<file path="src/sv/itf_pkg.sv">
// Package with shared types and constants for the integer to text formatter.
`default_nettype none
package itf_pkg;
    localparam int unsigned VALUE_W = 64;

    localparam logic [1:0] RADIX_DEC = 2'd0;
    localparam logic [1:0] RADIX_HEX = 2'd1;
    localparam logic [1:0] RADIX_OCT = 2'd2;
    localparam logic [1:0] RADIX_BIN = 2'd3;

    localparam logic [2:0] SIZE_32 = 3'd0;
    localparam logic [2:0] SIZE_16 = 3'd1;
    localparam logic [2:0] SIZE_8  = 3'd2;
    localparam logic [2:0] SIZE_64L = 3'd3;
    localparam logic [2:0] SIZE_64V = 3'd4;

    localparam logic [1:0] SIGN_NONE  = 2'd0;
    localparam logic [1:0] SIGN_PLUS  = 2'd1;
    localparam logic [1:0] SIGN_SPACE = 2'd2;

    localparam logic [6:0] CH_ZERO  = 7'h30;
    localparam logic [6:0] CH_COMMA = 7'h2c;
    localparam logic [6:0] CH_MINUS = 7'h2d;
    localparam logic [6:0] CH_PLUS  = 7'h2b;
    localparam logic [6:0] CH_SPACE = 7'h20;
    localparam logic [6:0] CH_XLO   = 7'h78;
    localparam logic [6:0] CH_XUP   = 7'h58;

    typedef enum logic [2:0] {
        ST_IDLE,
        ST_DIV,
        ST_FILL,
        ST_PREFIX,
        ST_SIGN,
        ST_EMIT
    } t_state;

    // Request to the digit unit and its reply.
    typedef struct packed {
        logic        start;
        logic [63:0] mag;
        logic [1:0]  radix;
    } t_div_req;

    typedef struct packed {
        logic        done;
        logic [3:0]  digit;
        logic        zero;
        logic [63:0] quot;
    } t_div_rsp;

    // Character code of one digit.
    function automatic logic [6:0] digit_char(input logic [3:0] d, input logic up);
        logic [6:0] c;
        begin
            if (d < 4'd10) begin
                c = CH_ZERO + {3'd0, d};
            end else begin
                c = (up ? 7'h41 : 7'h61) + {3'd0, d} - 7'd10;
            end
            return c;
        end
    endfunction
endpackage
`default_nettype wire

</file>
<file path="src/sv/itf_digit_unit.sv">
// Bit-serial radix unit: produces the next low digit and the quotient.
`default_nettype none
module itf_digit_unit
    import itf_pkg::*;
(
    input  wire logic     i_clk,
    input  wire logic     i_rst_n,
    input  wire t_div_req i_req,
    output t_div_rsp      o_rsp
);
    logic [63:0] r_quot, n_quot;
    logic [3:0]  r_rem, n_rem;
    logic [6:0]  r_cnt, n_cnt;
    logic        r_busy, n_busy;
    logic        r_done, n_done;
    logic [3:0]  w_trial;
    logic [4:0]  w_sub;

    // Decimal goes one quotient bit per cycle; powers of two are split off at the start.
    always_comb begin
        n_quot  = r_quot;
        n_rem   = r_rem;
        n_cnt   = r_cnt;
        n_busy  = r_busy;
        n_done  = 1'b0;
        w_trial = {r_rem[2:0], r_quot[63]};
        w_sub   = {1'b0, w_trial} - 5'd10;
        if (i_req.start) begin
            case (i_req.radix)
                RADIX_HEX: begin
                    n_rem = i_req.mag[3:0];
                    n_quot = {4'd0, i_req.mag[63:4]};
                    n_done = 1'b1;
                end
                RADIX_OCT: begin
                    n_rem = {1'b0, i_req.mag[2:0]};
                    n_quot = {3'd0, i_req.mag[63:3]};
                    n_done = 1'b1;
                end
                RADIX_BIN: begin
                    n_rem = {3'd0, i_req.mag[0]};
                    n_quot = {1'b0, i_req.mag[63:1]};
                    n_done = 1'b1;
                end
                default: begin
                    n_quot = i_req.mag;
                    n_rem = 4'd0;
                    n_cnt = 7'd0;
                    n_busy = 1'b1;
                end
            endcase
        end else if (r_busy) begin
            if ({r_rem, r_quot[63]} >= 5'd10) begin
                n_rem = w_sub[3:0];
                n_quot = {r_quot[62:0], 1'b1};
            end else begin
                n_rem = w_trial;
                n_quot = {r_quot[62:0], 1'b0};
            end
            n_cnt = r_cnt + 7'd1;
            if (r_cnt == 7'd63) begin
                n_busy = 1'b0;
                n_done = 1'b1;
            end
        end
    end

    always_ff @(posedge i_clk) begin
        if (!i_rst_n) begin
            r_busy <= 1'b0;
            r_done <= 1'b0;
        end else begin
            r_busy <= n_busy;
            r_done <= n_done;
        end
        r_quot  <= n_quot;
        r_rem   <= n_rem;
        r_cnt   <= n_cnt;
    end

    assign o_rsp.done  = r_done;
    assign o_rsp.digit = r_rem;
    assign o_rsp.zero  = (r_quot == 64'd0);
    assign o_rsp.quot  = r_quot;
endmodule
`default_nettype wire

</file>
<file path="src/sv/itf_text_ram.sv">
// Generic single-port write, single-port read RAM with registered read data.
`default_nettype none
module itf_text_ram #(
    parameter int unsigned WIDTH = 8,
    parameter int unsigned DEPTH = 64
) (
    input  wire logic                     i_clk,
    input  wire logic                     i_we,
    input  wire logic [$clog2(DEPTH)-1:0] i_waddr,
    input  wire logic [WIDTH-1:0]         i_wdata,
    input  wire logic [$clog2(DEPTH)-1:0] i_raddr,
    output logic      [WIDTH-1:0]         o_rdata
);
    logic [WIDTH-1:0] r_mem [DEPTH];

    // Write port and registered read port.
    always_ff @(posedge i_clk) begin
        if (i_we) begin
            r_mem[i_waddr] <= i_wdata;
        end
        o_rdata <= r_mem[i_raddr];
    end
endmodule
`default_nettype wire

</file>
<file path="src/sv/integer_to_text_formatter_core.sv">
// Top level of the integer to text formatter: control, text buffer and output.
//
// Usage: one number with its format fields is taken as an input beat on
// i_valid/o_ready. The text comes back as one output beat per character on
// o_valid/i_ready, most significant character first, with o_last on the
// final character and o_truncated on every character when leading
// characters beyond BUFFER_CHARS were dropped.
// The text is built right to left in the buffer RAM; characters beyond
// BUFFER_CHARS on the left are counted but not stored. Decimal digits come
// from the bit-serial divider, which works through all 64 quotient bits
// before it hands the digit off; hex, octal and binary digits are split off
// directly. Each comma, fill, prefix and sign character is written as its
// own step. Each character is then emitted by a RAM read followed by a load
// of the output register, and a receiver stall holds it there.
// One number is handled at a time; o_ready is high only while idle.
// A stall holds the current character and its flags in the output register.
// Reset (synchronous, active low) returns to idle with nothing pending.
`default_nettype none
module integer_to_text_formatter_core
    import itf_pkg::*;
#(
    parameter int unsigned BUFFER_CHARS = 64
) (
    input  wire logic        i_clk,
    input  wire logic        i_rst_n,
    input  wire logic        i_valid,
    output logic             o_ready,
    input  wire logic [63:0] i_value,
    input  wire logic [1:0]  i_radix_code,
    input  wire logic        i_upper_case,
    input  wire logic [2:0]  i_size_code,
    input  wire logic        i_unsigned_mode,
    input  wire logic        i_group_commas,
    input  wire logic        i_zero_fill,
    input  wire logic [5:0]  i_pad_width,
    input  wire logic        i_alt_prefix,
    input  wire logic [1:0]  i_sign_mode,
    output logic             o_valid,
    input  wire logic        i_ready,
    output logic [6:0]       o_out_char,
    output logic             o_last,
    output logic             o_truncated
);
    localparam int unsigned AW = $clog2(BUFFER_CHARS);
    localparam int unsigned LW = $clog2(BUFFER_CHARS + 1);
    localparam int unsigned TW = 8;

    t_state r_state, n_state;
    logic [AW-1:0] r_wptr, n_wptr;
    logic [TW-1:0] r_total, n_total;
    logic [LW-1:0] r_left, n_left;
    logic [1:0]    r_grp, n_grp;
    logic [1:0]    r_radix;
    logic          r_upper, r_commas, r_zfill, r_prefix, r_neg;
    logic [1:0]    r_sign;
    logic [5:0]    r_width;
    logic          r_comma_pend, n_comma_pend;
    logic          r_rd_pend, n_rd_pend;
    logic          r_ovalid, n_ovalid;
    logic          r_olast, r_otrunc;
    logic          r_pfx_step, n_pfx_step;

    // Operand sizing and magnitude.
    logic [63:0] w_mask, w_v, w_mag;
    logic        w_uns, w_neg;
    logic [6:0]  w_bits_m1;

    t_div_req w_req;
    t_div_rsp w_rsp;

    logic          w_we, w_ram_we;
    logic [AW-1:0] w_waddr, w_raddr;
    logic [7:0]    w_wdata, w_rdata;
    logic [6:0]    w_wchar;
    logic          w_ofire, w_ifire;

    always_comb begin
        case (i_size_code)
            SIZE_16: begin w_mask = 64'h0000_0000_0000_ffff; w_bits_m1 = 7'd15; end
            SIZE_8:  begin w_mask = 64'h0000_0000_0000_00ff; w_bits_m1 = 7'd7; end
            SIZE_64L, SIZE_64V: begin w_mask = '1; w_bits_m1 = 7'd63; end
            default: begin w_mask = 64'h0000_0000_ffff_ffff; w_bits_m1 = 7'd31; end
        endcase
        w_uns = i_unsigned_mode || (i_radix_code == RADIX_HEX);
        w_v   = i_value & w_mask;
        w_neg = !w_uns && w_v[w_bits_m1[5:0]];
        w_mag = w_neg ? ((64'd0 - w_v) & w_mask) : w_v;
    end

    assign w_ifire = i_valid && o_ready;
    assign w_ofire = r_ovalid && i_ready;
    assign o_ready = (r_state == ST_IDLE);

    itf_digit_unit u_digit (
        .i_clk   (i_clk),
        .i_rst_n (i_rst_n),
        .i_req   (w_req),
        .o_rsp   (w_rsp)
    );

    // Only the rightmost BUFFER_CHARS characters are stored.
    assign w_ram_we = w_we && (r_total < TW'(BUFFER_CHARS));

    itf_text_ram #(
        .WIDTH (8),
        .DEPTH (BUFFER_CHARS)
    ) u_ram (
        .i_clk   (i_clk),
        .i_we    (w_ram_we),
        .i_waddr (w_waddr),
        .i_wdata (w_wdata),
        .i_raddr (w_raddr),
        .o_rdata (w_rdata)
    );

    // Next state.
    always_comb begin
        n_state = r_state;
        case (r_state)
            ST_IDLE:   if (w_ifire) n_state = ST_DIV;
            ST_DIV:    if (w_rsp.done && w_rsp.zero && !r_comma_pend) n_state = ST_FILL;
            ST_FILL:   if (!r_zfill || r_total >= {2'd0, r_width}) n_state = ST_PREFIX;
            ST_PREFIX: begin
                if (!r_prefix || r_radix == RADIX_DEC || r_radix == RADIX_BIN
                    || (r_radix == RADIX_OCT) || r_pfx_step) begin
                    n_state = ST_SIGN;
                end
            end
            ST_SIGN:   n_state = ST_EMIT;
            ST_EMIT:   if (w_ofire && o_last) n_state = ST_IDLE;
            default:   n_state = ST_IDLE;
        endcase
    end

    // Writes into the buffer, right to left, and read-out control.
    always_comb begin
        n_wptr       = r_wptr;
        n_total      = r_total;
        n_grp        = r_grp;
        n_comma_pend = r_comma_pend;
        n_pfx_step   = r_pfx_step;
        n_rd_pend    = 1'b0;
        n_ovalid     = r_ovalid;
        w_we         = 1'b0;
        w_wchar      = CH_ZERO;
        w_req.start  = 1'b0;
        w_req.mag    = w_mag;
        w_req.radix  = i_radix_code;
        case (r_state)
            ST_IDLE: begin
                if (w_ifire) begin
                    w_req.start  = 1'b1;
                    n_wptr       = AW'(BUFFER_CHARS);
                    n_total      = '0;
                    n_grp        = 2'd0;
                    n_comma_pend = 1'b0;
                    n_pfx_step   = 1'b0;
                end
            end
            ST_DIV: begin
                if (r_comma_pend) begin
                    // Comma between groups, then the next digit is started.
                    w_we         = 1'b1;
                    w_wchar      = CH_COMMA;
                    n_total      = r_total + 1'b1;
                    n_wptr       = r_wptr - 1'b1;
                    n_comma_pend = 1'b0;
                    n_grp        = 2'd0;
                    w_req.start  = 1'b1;
                    w_req.mag    = w_rsp.quot;
                    w_req.radix  = r_radix;
                end else if (w_rsp.done) begin
                    w_we    = 1'b1;
                    n_total = r_total + 1'b1;
                    n_wptr  = r_wptr - 1'b1;
                    w_wchar = digit_char(w_rsp.digit, r_upper);
                    n_grp   = r_grp + 2'd1;
                    if (!w_rsp.zero) begin
                        if (r_commas && r_grp == 2'd2) begin
                            n_comma_pend = 1'b1;
                        end else begin
                            w_req.start = 1'b1;
                            w_req.mag   = w_rsp.quot;
                            w_req.radix = r_radix;
                        end
                    end
                end
            end
            ST_FILL: begin
                if (r_zfill && r_total < {2'd0, r_width}) begin
                    w_we    = 1'b1;
                    w_wchar = CH_ZERO;
                    n_total = r_total + 1'b1;
                    n_wptr  = r_wptr - 1'b1;
                end
            end
            ST_PREFIX: begin
                if (r_prefix && r_radix == RADIX_HEX && !r_pfx_step) begin
                    w_we       = 1'b1;
                    w_wchar    = r_upper ? CH_XUP : CH_XLO;
                    n_total    = r_total + 1'b1;
                    n_wptr     = r_wptr - 1'b1;
                    n_pfx_step = 1'b1;
                end else if (r_prefix && (r_radix == RADIX_HEX || r_radix == RADIX_OCT)) begin
                    w_we    = 1'b1;
                    w_wchar = CH_ZERO;
                    n_total = r_total + 1'b1;
                    n_wptr  = r_wptr - 1'b1;
                end
            end
            ST_SIGN: begin
                if (r_neg || r_sign == SIGN_PLUS || r_sign == SIGN_SPACE) begin
                    w_we    = 1'b1;
                    w_wchar = r_neg ? CH_MINUS : (r_sign == SIGN_PLUS ? CH_PLUS : CH_SPACE);
                    n_total = r_total + 1'b1;
                    n_wptr  = r_wptr - 1'b1;
                end
            end
            ST_EMIT: begin
                // Issue a read when the output register is free or draining.
                if (!r_rd_pend && (!r_ovalid || w_ofire) && r_left != '0) begin
                    n_rd_pend = 1'b1;
                end
                if (w_ofire) n_ovalid = 1'b0;
                if (r_rd_pend) n_ovalid = 1'b1;
            end
            default: ;
        endcase
    end

    // Read pointer: after the sign the write pointer marks the first character.
    logic [TW-1:0] w_cnt_after;
    logic [AW-1:0] r_rptr, n_rptr;
    always_comb begin
        w_cnt_after = n_total;
        n_rptr = r_rptr;
        n_left = r_left;
        if (r_state == ST_SIGN) begin
            // A truncated text fills the whole buffer and starts at entry zero.
            if (w_cnt_after > TW'(BUFFER_CHARS)) begin
                n_rptr = '0;
                n_left = LW'(BUFFER_CHARS);
            end else begin
                n_rptr = n_wptr;
                n_left = LW'(w_cnt_after);
            end
        end else if (r_state == ST_EMIT && n_rd_pend) begin
            n_rptr = r_rptr + 1'b1;
            n_left = r_left - 1'b1;
        end
    end

    // Reads address the RAM at the current pointer.
    assign w_raddr = r_rptr;

    assign w_waddr = r_wptr - 1'b1;
    assign w_wdata = {1'b0, w_wchar};

    always_ff @(posedge i_clk) begin
        if (!i_rst_n) begin
            r_state   <= ST_IDLE;
            r_ovalid  <= 1'b0;
            r_rd_pend <= 1'b0;
        end else begin
            r_state   <= n_state;
            r_ovalid  <= n_ovalid;
            r_rd_pend <= n_rd_pend;
        end
        r_wptr       <= n_wptr;
        r_total      <= n_total;
        r_grp        <= n_grp;
        r_comma_pend <= n_comma_pend;
        r_pfx_step   <= n_pfx_step;
        r_left       <= n_left;
        r_rptr       <= n_rptr;
        if (w_ifire) begin
            r_radix  <= i_radix_code;
            r_upper  <= i_upper_case;
            r_commas <= i_group_commas;
            r_zfill  <= i_zero_fill;
            r_width  <= i_pad_width;
            r_prefix <= i_alt_prefix;
            r_sign   <= i_sign_mode;
            r_neg    <= w_neg;
        end
        if (r_state == ST_SIGN) begin
            r_otrunc <= (n_total > TW'(BUFFER_CHARS));
        end
        if (r_rd_pend) begin
            r_olast <= (r_left == '0);
        end
        if (r_rd_pend) begin
            o_out_char <= w_rdata[6:0];
        end
    end

    assign o_valid     = r_ovalid;
    assign o_last      = r_olast;
    assign o_truncated = r_otrunc;

`ifndef SYNTH
    // No new number is taken while characters are still due.
    a_no_accept_busy: assert property (@(posedge i_clk) disable iff (!i_rst_n)
        o_valid |-> !o_ready)
        else $error("input accepted while output pending");

    // A stalled character holds.
    a_hold: assert property (@(posedge i_clk) disable iff (!i_rst_n)
        o_valid && !i_ready |=> o_valid && $stable(o_out_char) && $stable(o_last))
        else $error("output changed under stall");

    // The last character returns the block to idle.
    a_last_idle: assert property (@(posedge i_clk) disable iff (!i_rst_n)
        o_valid && i_ready && o_last |=> o_ready)
        else $error("not idle after last character");
`endif
endmodule
`default_nettype wire
</file>
<file path="config.mk">
export PLATFORM = sky130hd
export DESIGN_NAME = integer_to_text_formatter_core
export DESIGN_NICKNAME = d
export VERILOG_FILES = /design/src/sv/itf_pkg.sv /design/src/sv/itf_digit_unit.sv /design/src/sv/itf_text_ram.sv /design/src/sv/integer_to_text_formatter_core.sv
export SDC_FILE = /design/constraint.sdc
export NUM_CORES = 1
export LEC_CHECK = 0
export BUFFER_PORTS_ARGS = -buffer_cell sky130_fd_sc_hd__clkbuf_2
export CORE_MARGIN = 2
export CORE_UTILIZATION = 63
export CTS_CLUSTER_DIAMETER = 30
export DETAILED_ROUTE_END_ITERATION = 8
export PLACE_DENSITY = 0.82
export SLEW_MARGIN = 20
export SYNTH_ARGS = -nofsm -noshare
export SYNTH_HDL_FRONTEND = slang
export SYNTH_HIERARCHICAL = 1
export SYNTH_SLANG_ARGS = --single-unit
</file>
<file path="constraint.sdc">
create_clock -name i_clk -period 5.45 [get_ports i_clk]
set_input_delay 0 -clock i_clk [delete_from_list [all_inputs] [get_ports i_clk]]
set_output_delay 0 -clock i_clk [all_outputs]
set_load 0.05 [all_outputs]
</file>
==> run_results.csv <==
group,metric,value,unit
detailed_routing,drtPass1Iterations,6,
hold_path,hold_path.class,"input pin to register",
timing,setup_viol,0,
pwr,p_clk_share,34.4,%
die,start_util,63.5,%
placed_design,portBuffers,96,
detailed_routing,drc,0,
setup_path,cp.buffers_inverters,1,
placed_design,place.gp.congestion,0.919,
detailed_routing,met1_length,26000,um
hold_path,worstHoldStart,"i_value[0]",
clock_tree,cts_buffers,82,
global_routing,overflow,0,
setup_path,cp_top_family,"simple AND/OR/NAND/NOR gates",
setup_path,arrival,4780,ps
setup_path,r2r-end,"u_digit/r_quot[52]",
global_routing,antenna_found_initial,0,
timing,grt_setup_unrepaired,"no",
die,design.core.area,0.0452,sq mm
clock_tree,h-tree-depth,3,
hold_path,whs_path_depth,5,
pwr,worst_ir_drop_vdd,0.310,mV
setup_path,worst_path_most_repeated_cell,"nor2_1",
setup_path,r2r_cells,12,
layout,register_area,0.0175,sq mm
pwr,p_seq_share,40.9,%
global_routing,grt_usage,31.4,%
synth,yosysWarnings,6,
setup_path,critPathKind,"register to register",
hold_path,min_to,"u_digit/r_rem[0]",
clock_tree,cts-root-buf,"clkbuf_16",
detailed_routing,routed-wl-met3,6560,um
timing,setup_ws,1000,ps
setup_path,worst_setup_path_start_kind,"register",
synth,syn-mean-instance-area,13.8,sq um
layout,multiInputGateArea,0.0105,sq mm
setup_path,reg2reg_setup_slack,1000,ps
die,die_area,0.0472,sq mm
clock_tree,clock_sinks,592,
layout,nets,2302,
layout,fill_cells,2649,
timing,tns,0,ps
synth,synth_fp_nets,2187,
detailed_routing,ant_nets,0,
run,max_cap_violations,0,
clock_tree,path_clk_slew,50,ps
die,io_pins,97,
run_status,outcome,"finished, final reports clean",
timing,fmax,225,MHz
die,num_rows,78,
timing,timing.final.crit_share,81.6,%
clock_tree,cts_buffer_depth,3,
setup_path,cp_cell_sequence,"nor4_1, nand4_1, nor4_1, nand2b_1, a21oi_1, nor2_1, nor2_4, mux2_2, buf_4, mux4_2, nor2_1, nor2_1",
detailed_routing,num_vias,19200,
global_routing,grt_start_max_net_pins,71,
timing,worst_slew_pin_slew,1000,ps
die,die_h,217,um
timing,fin_crit,4450,ps
die,die_w,217,um
synth,synth_area,0.0287,sq mm
setup_path,slowest_delay,840,ps
timing,drv_slew,0,
pwr,switchingPower,4.97,mW
setup_path,end_kind,"register",
pwr,power_density,474,mW/mm^2
setup_path,cp.required,5790,ps
timing,fin_skew,30.1,ps
timing,holdWs,92.6,ps
layout,area_growth,13.7,%
detailed_routing,first_iter_violations,2488,
detailed_routing,wl_met2,36900,um
global_routing,grt_pass1_vias,19300,
layout,num_antenna_cells,0,
setup_path,r2r_start,"u_digit/r_quot[41]",
clock_tree,cts_tree,"built",
clock_tree,clk_latency,610,ps
pwr,p_leak,11.0,nW
pwr,p_sw_share,32.2,%
layout,drive_gt1_share,21.5,%
clock_tree,postCtsSetupBuffers,0,
detailed_routing,dr.max_layer_used,"met4",
setup_path,cp_slowest_cell,"mux2_2",
pwr,combPwrFrac,24.7,%
setup_path,critPathMaxFanout,38,
timing,finalHoldViolCount,0,
global_routing,grt_pass1_wl,112000,um
detailed_routing,routed_wl,72500,um
detailed_routing,routedWlPerCell,25.3,um
detailed_routing,via_per_inst,6.72,
pwr,intPower,10.5,mW
placed_design,place.detailed.hpwl,44600,um
placed_design,dpl_worst_slack,1210,ps
synth,synth_cells,2081,
timing,maxSlewHeadroom,33.1,%
[placed cells by master (no fill, tap or decap), drive strengths merged, types with 47 or more instances in the layout]
| cell | count |
|---|---|
| edfxtp | 564 |
| nor2 | 332 |
| clkbuf | 192 |
| mux4 | 164 |
| nand2 | 148 |
| o21ai | 93 |
| inv | 60 |
| a21oi | 54 |
| xor2 | 47 |
| o31ai | 47 |
[sequential cells by signal, indices dropped and copies added, names as in the netlist, 2 cells and up]
name / flops
r_width: 6
r_sign: 2
u_ram/r_mem: 448
r_rptr: 6
r_radix: 2
u_digit/r_cnt: 7
u_digit/r_rem: 4
o_out_char: 7
u_ram/o_rdata: 7
r_left: 7
r_wptr: 6
u_digit/r_quot: 64
r_total: 8
r_grp: 2
r_state: 3
[stage by stage]
step                      instance area [sq um]  cells  util (%)  total power [mW]
final                                     32600   2864      72.2              15.4
after CTS                                 32600   2864      72.1              15.4
after floorplan                           28700   2081         -              9.04
after global routing                      32600   2864      72.2              16.1
after global placement                    29600   2694      65.6              9.86
after detailed placement                  29600   2694      65.6              10.1
[power by group through the flow]
stage / registers, mW / clock network [mW] / logic (mW)
after floorplan: 6.22 / 0 / 2.82
after global routing: 6.37 / 5.53 / 4.16
after CTS: 6.30 / 5.35 / 3.75
after detailed placement: 6.37 / 0 / 3.69
final: 6.32 / 5.31 / 3.82
after global placement: 6.35 / 0 / 3.51
[tightest hold or removal path: stages]
cell       delay (ps)
clkbuf_2          120
inv_1             120
o21ai_0           140
nand2_1            90
o2bb2ai_1          50
[worst max-delay path by stage]
stage	end	cells after the start	start	slack, ps
finish	u_digit/r_quot[52]	12	u_digit/r_quot[41]	1000
global route	u_digit/r_quot[42]	13	u_digit/r_quot[41]	890
CTS	u_digit/r_quot[52]	12	u_digit/r_quot[41]	1160
detailed placement	u_digit/r_quot[55]	12	u_digit/r_quot[41]	1210
global placement	u_digit/r_quot[0]	13	u_digit/r_quot[45]	1400
floorplan	u_digit/r_cnt[0]	8	r_state[1]	660
[repair_timing]
action | 4_1_cts | 5_1_grt
resized for setup | 0 | 0
hold buffers | 18 | 0
hold endpoints to repair | 23 | 0
endpoints found under the setup margin | 0 | 0
[layer usage]
metal	track usage [%]	vias up
li1	-	8269
met1	39.7	9469
met2	54.0	1303
met3	4.98	201
met4	13.8	0
met5	0	-
[final cells by class]
cell class | count | share of cell area, %
clock inverter | 56 | 1.69
clock buffer | 96 | 6.81
multi-input combinational | 1324 | 32.1
sequential | 592 | 53.7
inverter | 45 | 0.518
timing repair buffer | 151 | 2.92
tap | 600 | 2.30
(Power assumes the default switching activity.)
